## config.mk

```make
export PLATFORM = sky130hd
export DESIGN_NAME = element_to_fp32_converter
export DESIGN_NICKNAME = d
export VERILOG_FILES = /design/src/e2f_pkg.sv /design/src/e2f_input_stage.sv /design/src/e2f_convert.sv /design/src/e2f_output_stage.sv /design/src/element_to_fp32_converter.sv
export SDC_FILE = /design/constraint.sdc
export NUM_CORES = 1
export LEC_CHECK = 0
export BUFFER_PORTS_ARGS = -buffer_cell sky130_fd_sc_hd__buf_4
export CAP_MARGIN = 20
export CORE_UTILIZATION = 55
export DETAILED_ROUTE_END_ITERATION = 16
export HOLD_SLACK_MARGIN = 0.15
export PLACE_DENSITY = 0.86
export SLEW_MARGIN = 20
export SYNTH_ARGS = -nofsm -noshare
export SYNTH_HDL_FRONTEND = slang
export SYNTH_HIERARCHICAL = 1
export SYNTH_SLANG_ARGS = --single-unit
```

## constraint.sdc

```tcl
create_clock -name aclk -period 19.8 [get_ports aclk]
set_input_delay 0.99 -clock aclk [delete_from_list [all_inputs] [get_ports aclk]]
set_output_delay 0.99 -clock aclk [all_outputs]
set_load 0.03 [all_outputs]
```

## src/e2f_pkg.sv

```systemverilog
// Package: format codes, shared types and conversion helpers for the element converter
package e2f_pkg;

    typedef enum logic [2:0] {
        FMT_F32   = 3'd0,
        FMT_F16   = 3'd1,
        FMT_BF16  = 3'd2,
        FMT_I8    = 3'd3,
        FMT_U8    = 3'd4,
        FMT_I16   = 3'd5,
        FMT_I32   = 3'd6,
        FMT_UNSUP = 3'd7
    } elem_fmt_t;

    localparam logic [7:0] F16_REBIAS    = 8'd112;
    localparam logic [4:0] F16_EXP_ONES  = 5'h1F;
    localparam logic [7:0] F32_EXP_ONES  = 8'hFF;

    typedef struct packed {
        logic [31:0] raw_bits;
        logic        last_element;
    } in_item_t;

    typedef struct packed {
        logic [31:0] float_bits;
        logic        unsupported;
        logic        last_element;
    } out_item_t;

    // Leading-one position of a nonzero 32-bit value (priority encoder).
    function automatic logic [4:0] msb_pos(input logic [31:0] v);
        logic [4:0] p;
        p = 5'd0;
        for (int i = 0; i < 32; i++) begin
            if (v[i]) begin
                p = 5'(i);
            end
        end
        return p;
    endfunction

endpackage

```

## src/e2f_input_stage.sv

```systemverilog
// Input register: accept a transaction and hold it until the converter stage advances
`default_nettype none
module e2f_input_stage (
    input  wire logic              aclk,
    input  wire logic              aresetn,
    input  wire logic              s_valid,
    output logic                   s_ready,
    input  wire e2f_pkg::in_item_t s_item,
    output logic                   q_valid,
    input  wire logic              q_ready,
    output e2f_pkg::in_item_t      q_item
);
    import e2f_pkg::*;

    logic     valid_reg;
    in_item_t item_reg;

    assign s_ready = !valid_reg || q_ready;
    assign q_valid = valid_reg;
    assign q_item  = item_reg;

    always_ff @(posedge aclk) begin
        if (!aresetn) begin
            valid_reg <= 1'b0;
        end else if (s_ready) begin
            valid_reg <= s_valid;
        end
    end

    always_ff @(posedge aclk) begin
        if (s_ready && s_valid) begin
            item_reg <= s_item;
        end
    end
endmodule
`default_nettype wire

```

## src/e2f_convert.sv

```systemverilog
// Combinational conversion of one element to a binary32 bit pattern
`default_nettype none
module e2f_convert (
    input  wire logic              [2:0] element_format,
    input  wire e2f_pkg::in_item_t       item,
    output e2f_pkg::out_item_t           result
);
    import e2f_pkg::*;

    logic [31:0] raw;
    logic [31:0] mag;
    logic        neg;
    logic        is_int;
    logic [4:0]  p;
    logic [31:0] norm;
    logic [23:0] keep;
    logic        rnd;
    logic [24:0] keep_r;
    logic [31:0] int_bits;
    logic [31:0] h_bits;
    logic [4:0]  h_exp;
    logic [9:0]  h_man;
    logic [3:0]  h_lz;
    logic [9:0]  h_nman;
    logic [31:0] bits;
    logic        bad;

    assign raw = item.raw_bits;

    always_comb begin
        neg    = 1'b0;
        mag    = 32'd0;
        is_int = 1'b1;
        unique case (elem_fmt_t'(element_format))
            FMT_I8: begin
                neg = raw[7];
                mag = raw[7] ? 32'(9'h100 - {1'b0, raw[7:0]}) : {24'd0, raw[7:0]};
            end
            FMT_U8:  mag = {24'd0, raw[7:0]};
            FMT_I16: begin
                neg = raw[15];
                mag = raw[15] ? 32'(17'h10000 - {1'b0, raw[15:0]}) : {16'd0, raw[15:0]};
            end
            FMT_I32: begin
                neg = raw[31];
                mag = raw[31] ? (32'd0 - raw) : raw;
            end
            default: is_int = 1'b0;
        endcase
    end

    // Normalize so the leading one lands at bit 31, then round to 24 bits.
    always_comb begin
        p        = msb_pos(mag);
        norm     = mag << (5'd31 - p);
        keep     = norm[31:8];
        rnd      = norm[7] && ((norm[6:0] != 7'd0) || norm[8]);
        keep_r   = {1'b0, keep} + {24'd0, rnd};
        int_bits = {neg, 31'd0} + ({(8'd126 + {3'd0, p}), 23'd0} + {7'd0, keep_r});
        if (mag == 32'd0) begin
            int_bits = {neg, 31'd0};
        end
    end

    always_comb begin
        h_exp  = raw[14:10];
        h_man  = raw[9:0];
        h_lz   = 4'(5'd9 - msb_pos({22'd0, h_man}));
        h_nman = 10'(h_man << (h_lz + 4'd1));
        if (h_exp == 5'd0) begin
            if (h_man == 10'd0) begin
                h_bits = {raw[15], 31'd0};
            end else begin
                h_bits = {raw[15], 8'(F16_REBIAS - {4'd0, h_lz}), h_nman, 13'd0};
            end
        end else if (h_exp == F16_EXP_ONES) begin
            h_bits = {raw[15], F32_EXP_ONES, h_man, 13'd0};
        end else begin
            h_bits = {raw[15], F16_REBIAS + {3'd0, h_exp}, h_man, 13'd0};
        end
    end

    always_comb begin
        bad  = 1'b0;
        bits = int_bits;
        unique case (elem_fmt_t'(element_format))
            FMT_F32:   bits = raw;
            FMT_F16:   bits = h_bits;
            FMT_BF16:  bits = {raw[15:0], 16'd0};
            FMT_UNSUP: begin
                bits = 32'd0;
                bad  = 1'b1;
            end
            default:   bits = is_int ? int_bits : 32'd0;
        endcase
    end

    assign result.float_bits   = bits;
    assign result.unsupported  = bad;
    assign result.last_element = item.last_element;
endmodule
`default_nettype wire

```

## src/e2f_output_stage.sv

```systemverilog
// Result register: hold a converted transaction until the consumer takes it
`default_nettype none
module e2f_output_stage (
    input  wire logic               aclk,
    input  wire logic               aresetn,
    input  wire logic               d_valid,
    output logic                    d_ready,
    input  wire e2f_pkg::out_item_t d_item,
    output logic                    m_valid,
    input  wire logic               m_ready,
    output e2f_pkg::out_item_t      m_item
);
    import e2f_pkg::*;

    logic      valid_reg;
    out_item_t item_reg;

    assign d_ready = !valid_reg || m_ready;
    assign m_valid = valid_reg;
    assign m_item  = item_reg;

    always_ff @(posedge aclk) begin
        if (!aresetn) begin
            valid_reg <= 1'b0;
        end else if (d_ready) begin
            valid_reg <= d_valid;
        end
    end

    always_ff @(posedge aclk) begin
        if (d_ready && d_valid) begin
            item_reg <= d_item;
        end
    end
endmodule
`default_nettype wire

```

## src/element_to_fp32_converter.sv

```systemverilog
// Top level of the element to binary32 converter
//   channel   direction  handshake         payload
//   s_        in         s_valid/s_ready   s_raw_bits[31:0], s_last_element
//   m_        out        m_valid/m_ready   m_float_bits[31:0], m_unsupported, m_last_element_out
//   cfg       in         cfg_we            cfg_wdata[2:0] (element format)
// One transaction per cycle while m_ready is high; stages: input register, result register.
// The conversion logic between the two registers sets the clock limit.
// Synchronous active-low reset empties both stages and sets the format to binary32.
// A stall on m_ready fills the result register, then the input register, then drops s_ready.
`default_nettype none
module element_to_fp32_converter (
    input  wire logic        aclk,
    input  wire logic        aresetn,
    input  wire logic        cfg_we,
    input  wire logic [2:0]  cfg_wdata,
    input  wire logic        s_valid,
    output logic             s_ready,
    input  wire logic [31:0] s_raw_bits,
    input  wire logic        s_last_element,
    output logic             m_valid,
    input  wire logic        m_ready,
    output logic [31:0]      m_float_bits,
    output logic             m_unsupported,
    output logic             m_last_element_out
);
    import e2f_pkg::*;

    logic [2:0] format_reg;
    in_item_t   s_item;
    in_item_t   q_item;
    logic       q_valid;
    logic       q_ready;
    out_item_t  c_item;
    out_item_t  m_item;

    always_ff @(posedge aclk) begin
        if (!aresetn) begin
            format_reg <= FMT_F32;
        end else if (cfg_we) begin
            format_reg <= cfg_wdata;
        end
    end

    assign s_item.raw_bits     = s_raw_bits;
    assign s_item.last_element = s_last_element;

    e2f_input_stage u_in (
        .aclk    (aclk),
        .aresetn (aresetn),
        .s_valid (s_valid),
        .s_ready (s_ready),
        .s_item  (s_item),
        .q_valid (q_valid),
        .q_ready (q_ready),
        .q_item  (q_item)
    );

    e2f_convert u_cvt (
        .element_format (format_reg),
        .item           (q_item),
        .result         (c_item)
    );

    e2f_output_stage u_out (
        .aclk    (aclk),
        .aresetn (aresetn),
        .d_valid (q_valid),
        .d_ready (q_ready),
        .d_item  (c_item),
        .m_valid (m_valid),
        .m_ready (m_ready),
        .m_item  (m_item)
    );

    assign m_float_bits       = m_item.float_bits;
    assign m_unsupported      = m_item.unsupported;
    assign m_last_element_out = m_item.last_element;
endmodule
`default_nettype wire

```

# Word-level counts from Yosys, hierarchy flattened
# Index checks and enable logic that the tools add are counted.
# op_classes
n_addsub	12
n_eq_ne	8
shift	2
n_mux	53
reduce_logical	14
# op_table
cell	count
32-bit case mux with 4 select lines	2
32-bit two-way mux	5
31-bit two-way mux	3
5-bit two-way mux	16
4-bit two-way mux	10
31-bit by 25-bit adder with 32-bit output	1
32-bit adder	1
32-bit logical NOT	1
32-bit by 5-bit << shifter with 32-bit output	1
1-bit by 32-bit subtractor with 32-bit output (first input constant)	1
24-bit by 1-bit adder with 25-bit output	1
3-bit two-way mux	8
17-bit by 16-bit subtractor with 18-bit output (first input constant)	1
7-bit by 5-bit adder with 8-bit output (first input constant)	2
3-bit equality test (second input constant)	4
10-bit logical NOT	1
10-bit by 4-bit << shifter with 10-bit output	1
9-bit by 8-bit subtractor with 10-bit output (first input constant)	1
2-bit two-way mux	4
7-bit by 4-bit subtractor with 8-bit output (first input constant)	1
7-bit nonzero test	1
3-bit by 2-bit equality test with 1-bit output (second input constant)	2
5-bit equality test (second input constant)	1
5-bit logical NOT	1
other kinds (11)	19
# word_totals
reg_bits	72
inputBits	41
output_inout_bits	36
elab_cells	97

# Logic depth before layout (Yosys ltp)
# Gate-level depths: netlist of run 1.
# logic_depth
ltp_word	45
depth_mapped	30
depth_no_buf	25

# Modules after synthesis
# Netlist of run 1, hierarchy kept.
# by_module_without_submodules
mod	instances	cells_each	area_each_um2	seq_area_each_um2
e2f_convert	1	1012	6710.2	0.0
e2f_output_stage	1	39	1078.5	1041.0
e2f_input_stage	1	38	1048.5	1011.0
element_to_fp32_converter	1	9	108.9	60.1

# Worst setup path before layout of run 1
# Ideal clock, no wire load.
# synth_timing
kind	reg-to-reg
start	reg u_in.item_reg (netlist bit u_in/q_item[5])
end	reg u_out.item_reg (netlist bit u_out/m_item[20]) (data pin)
setup_ns	0.256
arrival_ns	6.321
required_time_ns	19.544
setup_slack_ns	13.223
stages_incl_launch_ff	25
n_path_buf	3
synth_period_minus_slack_ns	6.577
path_cell_list	edfxtp_1 nor4_4 nand4_4 buf_2 nor2_1 ha_1 nand2_1 a32o_1 nand2_1 o21ai_0 a2111oi_1 a2111oi_4 or3_4 buf_6 buf_4 o221a_1 or2_2 a21oi_1 ha_1 o221a_1 or4b_1 nand4b_1 or2_1 or3_1 a22o_1
# synth_lines
item	line	source
start: declaration	e2f_input_stage.sv:16	in_item_t item_reg;
start signal: assignment	e2f_input_stage.sv:32	item_reg <= s_item;
end signal: assignment	e2f_output_stage.sv:32	item_reg <= d_item;
end: declaration	e2f_output_stage.sv:16	out_item_t item_reg;

==> results.yml, run 1 <==
clock_network:
  clk_latency_ns: 0.34
  cts.repair.resized: 0
  htree_levels: 3
  cts_tree: "yes"
  cts_max_path_buffers: 2
  clock-root-buffer: "clkbuf_16"
  cts_sinks: 72
  cts.clk_slew.worst_paths_ns: 0.06
  cts_made_buffers: 9
  cts_hold_buf: 0
  cts_setup_buffers: 0
layout:
  drive_above_1_share_pct: 17.7
  fin_cells: 1329
  area_growth_pct: 8.63
  final_cell_mix: "nor2_1 (98), nand2_1 (98), buf_4 (86), a21oi_1 (68), edfxtp_1 (67)"
  nets: 1161
  antennaDiodeCount: 0
  largest_reg_flops: 34
floorplan:
  pin_count: 77
  coreArea_mm2: 0.0159
  start_util_pct: 56.3
  die_w_um: 130
  row_count: 46
  die_h_um: 130
  die-area_mm2: 0.0168
routing:
  drtIter0Drc: 1594
  drc: 0
  drtPass1Iterations: 8
  vias: 9819
  viasPerCell: 7.39
  wl_per_cell_um: 25.9
  wl_um: 34400
  ant_nets: 0
worst_setup_path:
  crit_fanout: 34
  cp_top_family: "simple AND/OR/NAND/NOR gates"
  r2r_slack_ns: 11.52
  cp.arrival_ns: 8.38
  critical_path_class: "flop to flop"
  start_kind: "flop"
  regToRegEndpoint: "u_out/m_item[20]$_DFFE_PP_"
  r2r_cells: 23
  cpPeakStageDelay_ns: 0.82
  critPathCaptureType: "flop"
  crit_path_cell_trace: "nor4_2 > and3_1 > ha_1 > inv_1 > a221oi_1 > nand3b_1 > o311ai_0 > a2111oi_4 > or2_1 > buf_4 > inv_2 > mux2i_1 > a2bb2oi_1 > o221a_1 > or2_2 > a21oi_1 > ha_1 > o221a_1 > or4b_1 > nand4b_1 > or2_1 > or3_1 > a22o_1"
  cp.required_ns: 19.89
  cp_slowest_cell: "a221oi_1"
  worst-path-buf-inv: 3
  r2r-start: "u_in/q_item[2]$_DFFE_PP_"
power_and_ir_drop:
  p_seq_share_pct: 30.1
  p_per_area_mw_per_mm2: 67.8
  vdd_ir_drop_max_uv: 45.9
  p_int_uw: 374
  share_comb_of_total_power_pct: 47.8
  leakage_nw: 3.58
  swShare_pct: 43.3
  switchingPower_uw: 285
  p_total_uw: 659
  clock_power_share_pct: 22.1
synth:
  synth-main-ff-cell: "edfxtp_1"
  async_flop_share_pct: 0
  syn-cell-area_mm2: 0.00895
  seq_area_frac_synth_pct: 23.6
  synth_top_area_share_pct: 22.5
  synth_largest_area_cell: "edfxtp_1"
  ys_seq_elements: 72
  synth_area_leaders: "edfxtp_1 (22%), mux2i_1 (4.8%), nand2_1 (4.1%)"
  yosys_warnings: 6
  synth_area_per_cell_um2: 8.15
  synth_cell_type_count: 117
  syn-instance-count: 1098
  synth_edf_count: 67
  syn_nets: 1151
sta:
  fin_ws_ns: 11.52
  grt_setup_unrepaired: "no"
  period_minus_slack_ns: 8.28
  final.setup.tns_ns: 0
  relSlewSlack_pct: 28.1
  finalHoldViolations: 0
  skew_ns: 0.0135
  fmax_ghz: 0.121
  period_share_pct: 41.8
  drv_slew: 0
  worstMarginPinSlew_ns: 1.08
  setup_viol: 0
global_route:
  grt_pass1_wl_um: 51700
  overflow: 0
  grt_max_degree: 45
  met3_usage_pct: 12.6
  top_usage_layer: "met2"
  use_met2_pct: 61.4
  grt_util_all_layers_pct: 41.2
  antenna_found_initial: 0
  grt_pass1_vias: 8714
  grt_util_met1_pct: 54.9
place:
  hpwl_um: 25700
  post-place-ws_ns: 11.76
  place_inst: 1313
  port_buffers: 76
  gp_congestion: 1.04
hold_path:
  worstHoldEndpoint: "u_out/m_item[0]$_DFFE_PP_"
  hold_class: "flop to flop"
  min-delay-start: "u_in/q_item[0]$_DFFE_PP_"
  worstHoldPathCells: 0
job:
  max_cap_viol_count: 0
status:
  status: "finished clean"
[per-layer routing]
metal / part of all wire, % / vias up / wire (um)
met5: 0 / - / 0
met4: 4.4 / 0 / 1520
met3: 13 / 131 / 4590
met2: 43 / 806 / 14800
met1: 39 / 4574 / 13500
li1: - / 4308 / -
[per-stage QoR]
| step | cell area (um2) | hold slack, ns | utilization, % |
|---|---|---|---|
| after floorplan | 8950 | 0.480 | - |
| after global placement | 9450 | 0.402 | 59.5 |
| after detailed placement | 9450 | 0.410 | 59.5 |
| after CTS | 9720 | 0.433 | 61.2 |
| after global routing | 9720 | 0.434 | 61.2 |
| final | 9720 | 0.432 | 61.2 |
[synthesized netlist by cell type (13+ instances only)]
cell      number
clkbuf_1      53
nor2_1        98
nand2_1       98
o211ai_1      14
o21ai_0       56
a21oi_1       68
o22ai_1       18
nand3_1       39
nor3_1        44
inv_1         20
mux2i_1       43
nand2b_1      16
mux2_2        15
xnor2_1       24
buf_2         18
edfxtp_1      67
a21o_1        16
a211oi_1      22
and2_1        13
a22oi_1       17
[power groups by stage]
stage / logic, mW / registers [mW] / clock network (mW)
6_report: 0.315 / 0.198 / 0.146
5_1_grt: 0.330 / 0.199 / 0.153
4_1_cts: 0.301 / 0.197 / 0.147
3_5_place_dp: 0.300 / 0.200 / 0
3_3_place_gp: 0.301 / 0.200 / 0
2_1_floorplan: 0.216 / 0.203 / 0
[kinds of logic (layout without fill, tap and decap cells)]
logic type	after synthesis	count (layout)	share of synthesized area, %
AND/OR/NAND/NOR	436	436	27.5
AO/OA/AOI/OAI	370	370	30.0
buffers and inverters	111	126	5.72
flip-flops	72	72	23.6
multiplexers	65	65	8.38
XOR/XNOR	32	32	3.13
adder cells (fa/ha/maj)	12	12	1.68
[worst max-delay path by stage]
stage | startpoint | end | depth (start not counted)
2_1_floorplan | u_in/q_item[5]$_DFFE_PP_ | u_out/m_item[20]$_DFFE_PP_ | 24
3_3_place_gp | u_in/q_item[5]$_DFFE_PP_ | u_out/m_item[20]$_DFFE_PP_ | 25
3_5_place_dp | u_in/q_item[2]$_DFFE_PP_ | u_out/m_item[20]$_DFFE_PP_ | 23
4_1_cts | u_in/q_item[2]$_DFFE_PP_ | u_out/m_item[20]$_DFFE_PP_ | 23
5_1_grt | u_in/q_item[2]$_DFFE_PP_ | u_out/m_item[28]$_DFFE_PP_ | 24
6_report | u_in/q_item[2]$_DFFE_PP_ | u_out/m_item[20]$_DFFE_PP_ | 23
[final cells by class]
cell class	count	area, um2
Multi-Input combinational cell	915	6320
Fill cell	1426	6170
Sequential cell	72	2110
Timing Repair Buffer	86	646
Tap cell	216	270
Clock buffer	9	225
Inverter	24	95.1
Clock inverter	7	46.3
[worst register-to-register path, stage by stage (launching register included)]
cell,delay [ns]
edfxtp_1,0.61
nor4_2,0.69
and3_1,0.26
ha_1,0.12
inv_1,0.04
a221oi_1,0.82
nand3b_1,0.25
o311ai_0,0.64
a2111oi_4,0.18
or2_1,0.26
buf_4,0.25
inv_2,0.52
mux2i_1,0.25
a2bb2oi_1,0.15
o221a_1,0.32
or2_2,0.34
a21oi_1,0.17
ha_1,0.25
o221a_1,0.18
or4b_1,0.46
nand4b_1,0.35
or2_1,0.36
or3_1,0.37
a22o_1,0.20
(Power assumes the default switching activity.)
==> run 2: changes to the inputs <==
==> constraint.sdc (replaced) <==
create_clock -name aclk -period 8 [get_ports aclk]
set_input_delay 0.4 -clock aclk [delete_from_list [all_inputs] [get_ports aclk]]
set_output_delay 0.4 -clock aclk [all_outputs]
set_load 0.03 [all_outputs]
==> run 2 against run 1 <==
Global-route usage fell by 0.37 points. Worst hold slack got worse by 0.22 ns. Wire length is 0.95% lower. Critical path depth unchanged. Utilization grew 1.1 points. Setup slack worse by 11 ns. Non-clock buffer count increased by 17. Clock skew about the same. Via count grew 2.3%. Sequential cell count stayed put. Count of clock-buffer cells in the layout stayed put.
==> results.yml, run 2 (same netlist as run 1, synthesis figures left out) <==
sta:
  period_minus_slack_ns: 7.64
  worstMarginPinSlew_ns: 0.956
  period_share_pct: 95.4
  grt_setup_unrepaired: "no"
  setup_viol: 0
  finalHoldViolations: 0
  drv_slew: 0
  skew_ns: 0.0136
  fmax_ghz: 0.131
  relSlewSlack_pct: 35.8
  final.setup.tns_ns: 0
power_and_ir_drop:
  p_per_area_mw_per_mm2: 174
  p_total_mw: 1.72
  leakage_nw: 3.69
  vdd_ir_drop_max_uv: 172
layout:
  final_cell_mix: "buf_4 (103), nor2_1 (98), nand2_1 (98), a21oi_1 (68), edfxtp_1 (67)"
  drive_above_1_share_pct: 18.8
  largest_reg_flops: 34
  antennaDiodeCount: 0
  area_growth_pct: 10.6
  nets: 1178
  final_common_cell: "buf_4"
clock_network:
  cts_made_buffers: 9
  htree_levels: 3
  cts_tree: "yes"
  cts_setup_buffers: 0
  cts_sinks: 72
  clock-root-buffer: "clkbuf_16"
  cts_hold_buf: 0
  cts.clk_slew.worst_paths_ns: 0.07
  cts_max_path_buffers: 2
  cts.repair.resized: 0
  clk_latency_ns: 0.36
floorplan:
  row_count: 46
  coreArea_mm2: 0.0159
  pin_count: 77
  die_h_um: 130
  die_w_um: 130
  die-area_mm2: 0.0168
  start_util_pct: 56.3
worst_setup_path:
  critical_path_class: "flop to flop"
  cp.arrival_ns: 7.74
  critPathCaptureType: "flop"
  cp.required_ns: 8.11
  start_kind: "flop"
  crit_fanout: 15
place:
  hpwl_um: 25100
  port_buffers: 76
  gp_congestion: 1.11
routing:
  vias: 10000
  wl_per_cell_um: 25.3
  wl_um: 34100
  drtPass1Iterations: 8
  drc: 0
  viasPerCell: 7.46
  drtIter0Drc: 2054
  ant_nets: 0
hold_path:
  hold_class: "primary input to flop"
global_route:
  antenna_found_initial: 0
  grt_max_degree: 36
  overflow: 0
  grt_util_all_layers_pct: 40.8
  grt_pass1_vias: 8908
  grt_pass1_wl_um: 51500
job:
  max_cap_viol_count: 0
status:
  status: "finished clean"
-- run 2: changes by cell type in the layout (fill, tap and decap cells not counted) --
cell | before | now
clkinvlp_4 | 3 | 0
clkinv_1 | 1 | 3
inv_6 | 1 | 2
a2111oi_0 | 3 | 4
clkinv_2 | 3 | 0
a2111oi_1 | 2 | 1
bufinv_16 | 0 | 2
clkinv_4 | 0 | 1
buf_4 | 86 | 103
-- run 2: path summary, 6_finish.rpt --
check / start / endpoint / slack [ns] / cells past startpoint
setup / recovery: u_in/q_item[2]$_DFFE_PP_ / u_out/m_item[20]$_DFFE_PP_ / 0.36 / 23
hold / removal: s_raw_bits[7] / u_in/q_item[8]$_DFFE_PP_ / 0.21 / 1
setup reg to reg: u_in/q_item[2]$_DFFE_PP_ / u_out/m_item[20]$_DFFE_PP_ / 0.36 / 23
hold reg to reg: u_in/q_item[0]$_DFFE_PP_ / u_out/m_item[0]$_DFFE_PP_ / 0.42 / 0
-- run 2: metrics by stage --
stage | utilization (%) | area (um2) | instances | setup WS, ns | hold WS [ns]
after floorplan | - | 8950 | 1098 | 1.42 | 0.480
after global placement | 60.3 | 9570 | 1330 | 0.834 | 0.403
after detailed placement | 60.3 | 9570 | 1330 | 0.589 | 0.410
after CTS | 62.3 | 9890 | 1346 | 0.553 | 0.207
after global routing | 62.3 | 9890 | 1346 | 0.00772 | 0.212
final | 62.3 | 9890 | 1346 | 0.365 | 0.213
-- run 2: cell type report --
| type | count | area [um2] |
|---|---|---|
| multi-input combinational | 915 | 6320 |
| tap | 216 | 270 |
| sequential | 72 | 2110 |
| inverter | 24 | 95.1 |
| clock buffer | 9 | 225 |
| timing repair buffer | 103 | 773 |
| fill | 1407 | 5990 |
| clock inverter | 7 | 93.8 |
-- run 2: layer usage --
layer / wire length [um] / track usage, % / vias up
met5: 0 / 0 / -
met4: 1790 / 18.7 / 0
met3: 4920 / 13.9 / 175
met2: 14700 / 62.5 / 922
met1: 12700 / 51.7 / 4620
li1: - / - / 4329
-- run 2: report_power, final --
part	total (mW)	leakage (nW)	internal (mW)	switching (mW)
Sequential	0.496	0.682	0.452	0.0441
Combinational	0.785	2.85	0.276	0.510
Clock	0.436	0.155	0.273	0.163
Total	1.72	3.69	1.00	0.717
-- run 2: worst max-delay path, cell delays in order, from the launching register on --
cell and delay [ns]:
edfxtp_1 0.61, nor4_2 0.66, and3_1 0.26, ha_1 0.12
inv_1 0.04, a221oi_1 0.59, nand3b_1 0.24, o311ai_0 0.61
a2111oi_4 0.17, or2_1 0.28, inv_2 0.21, buf_4 0.26
nor2_1 0.06, a2bb2oi_1 0.20, o221a_1 0.32, or2_2 0.33
a21oi_1 0.18, ha_1 0.25, o221a_1 0.20, or4b_1 0.47
nand4b_1 0.36, or2_1 0.37, or3_1 0.37, a22o_1 0.19
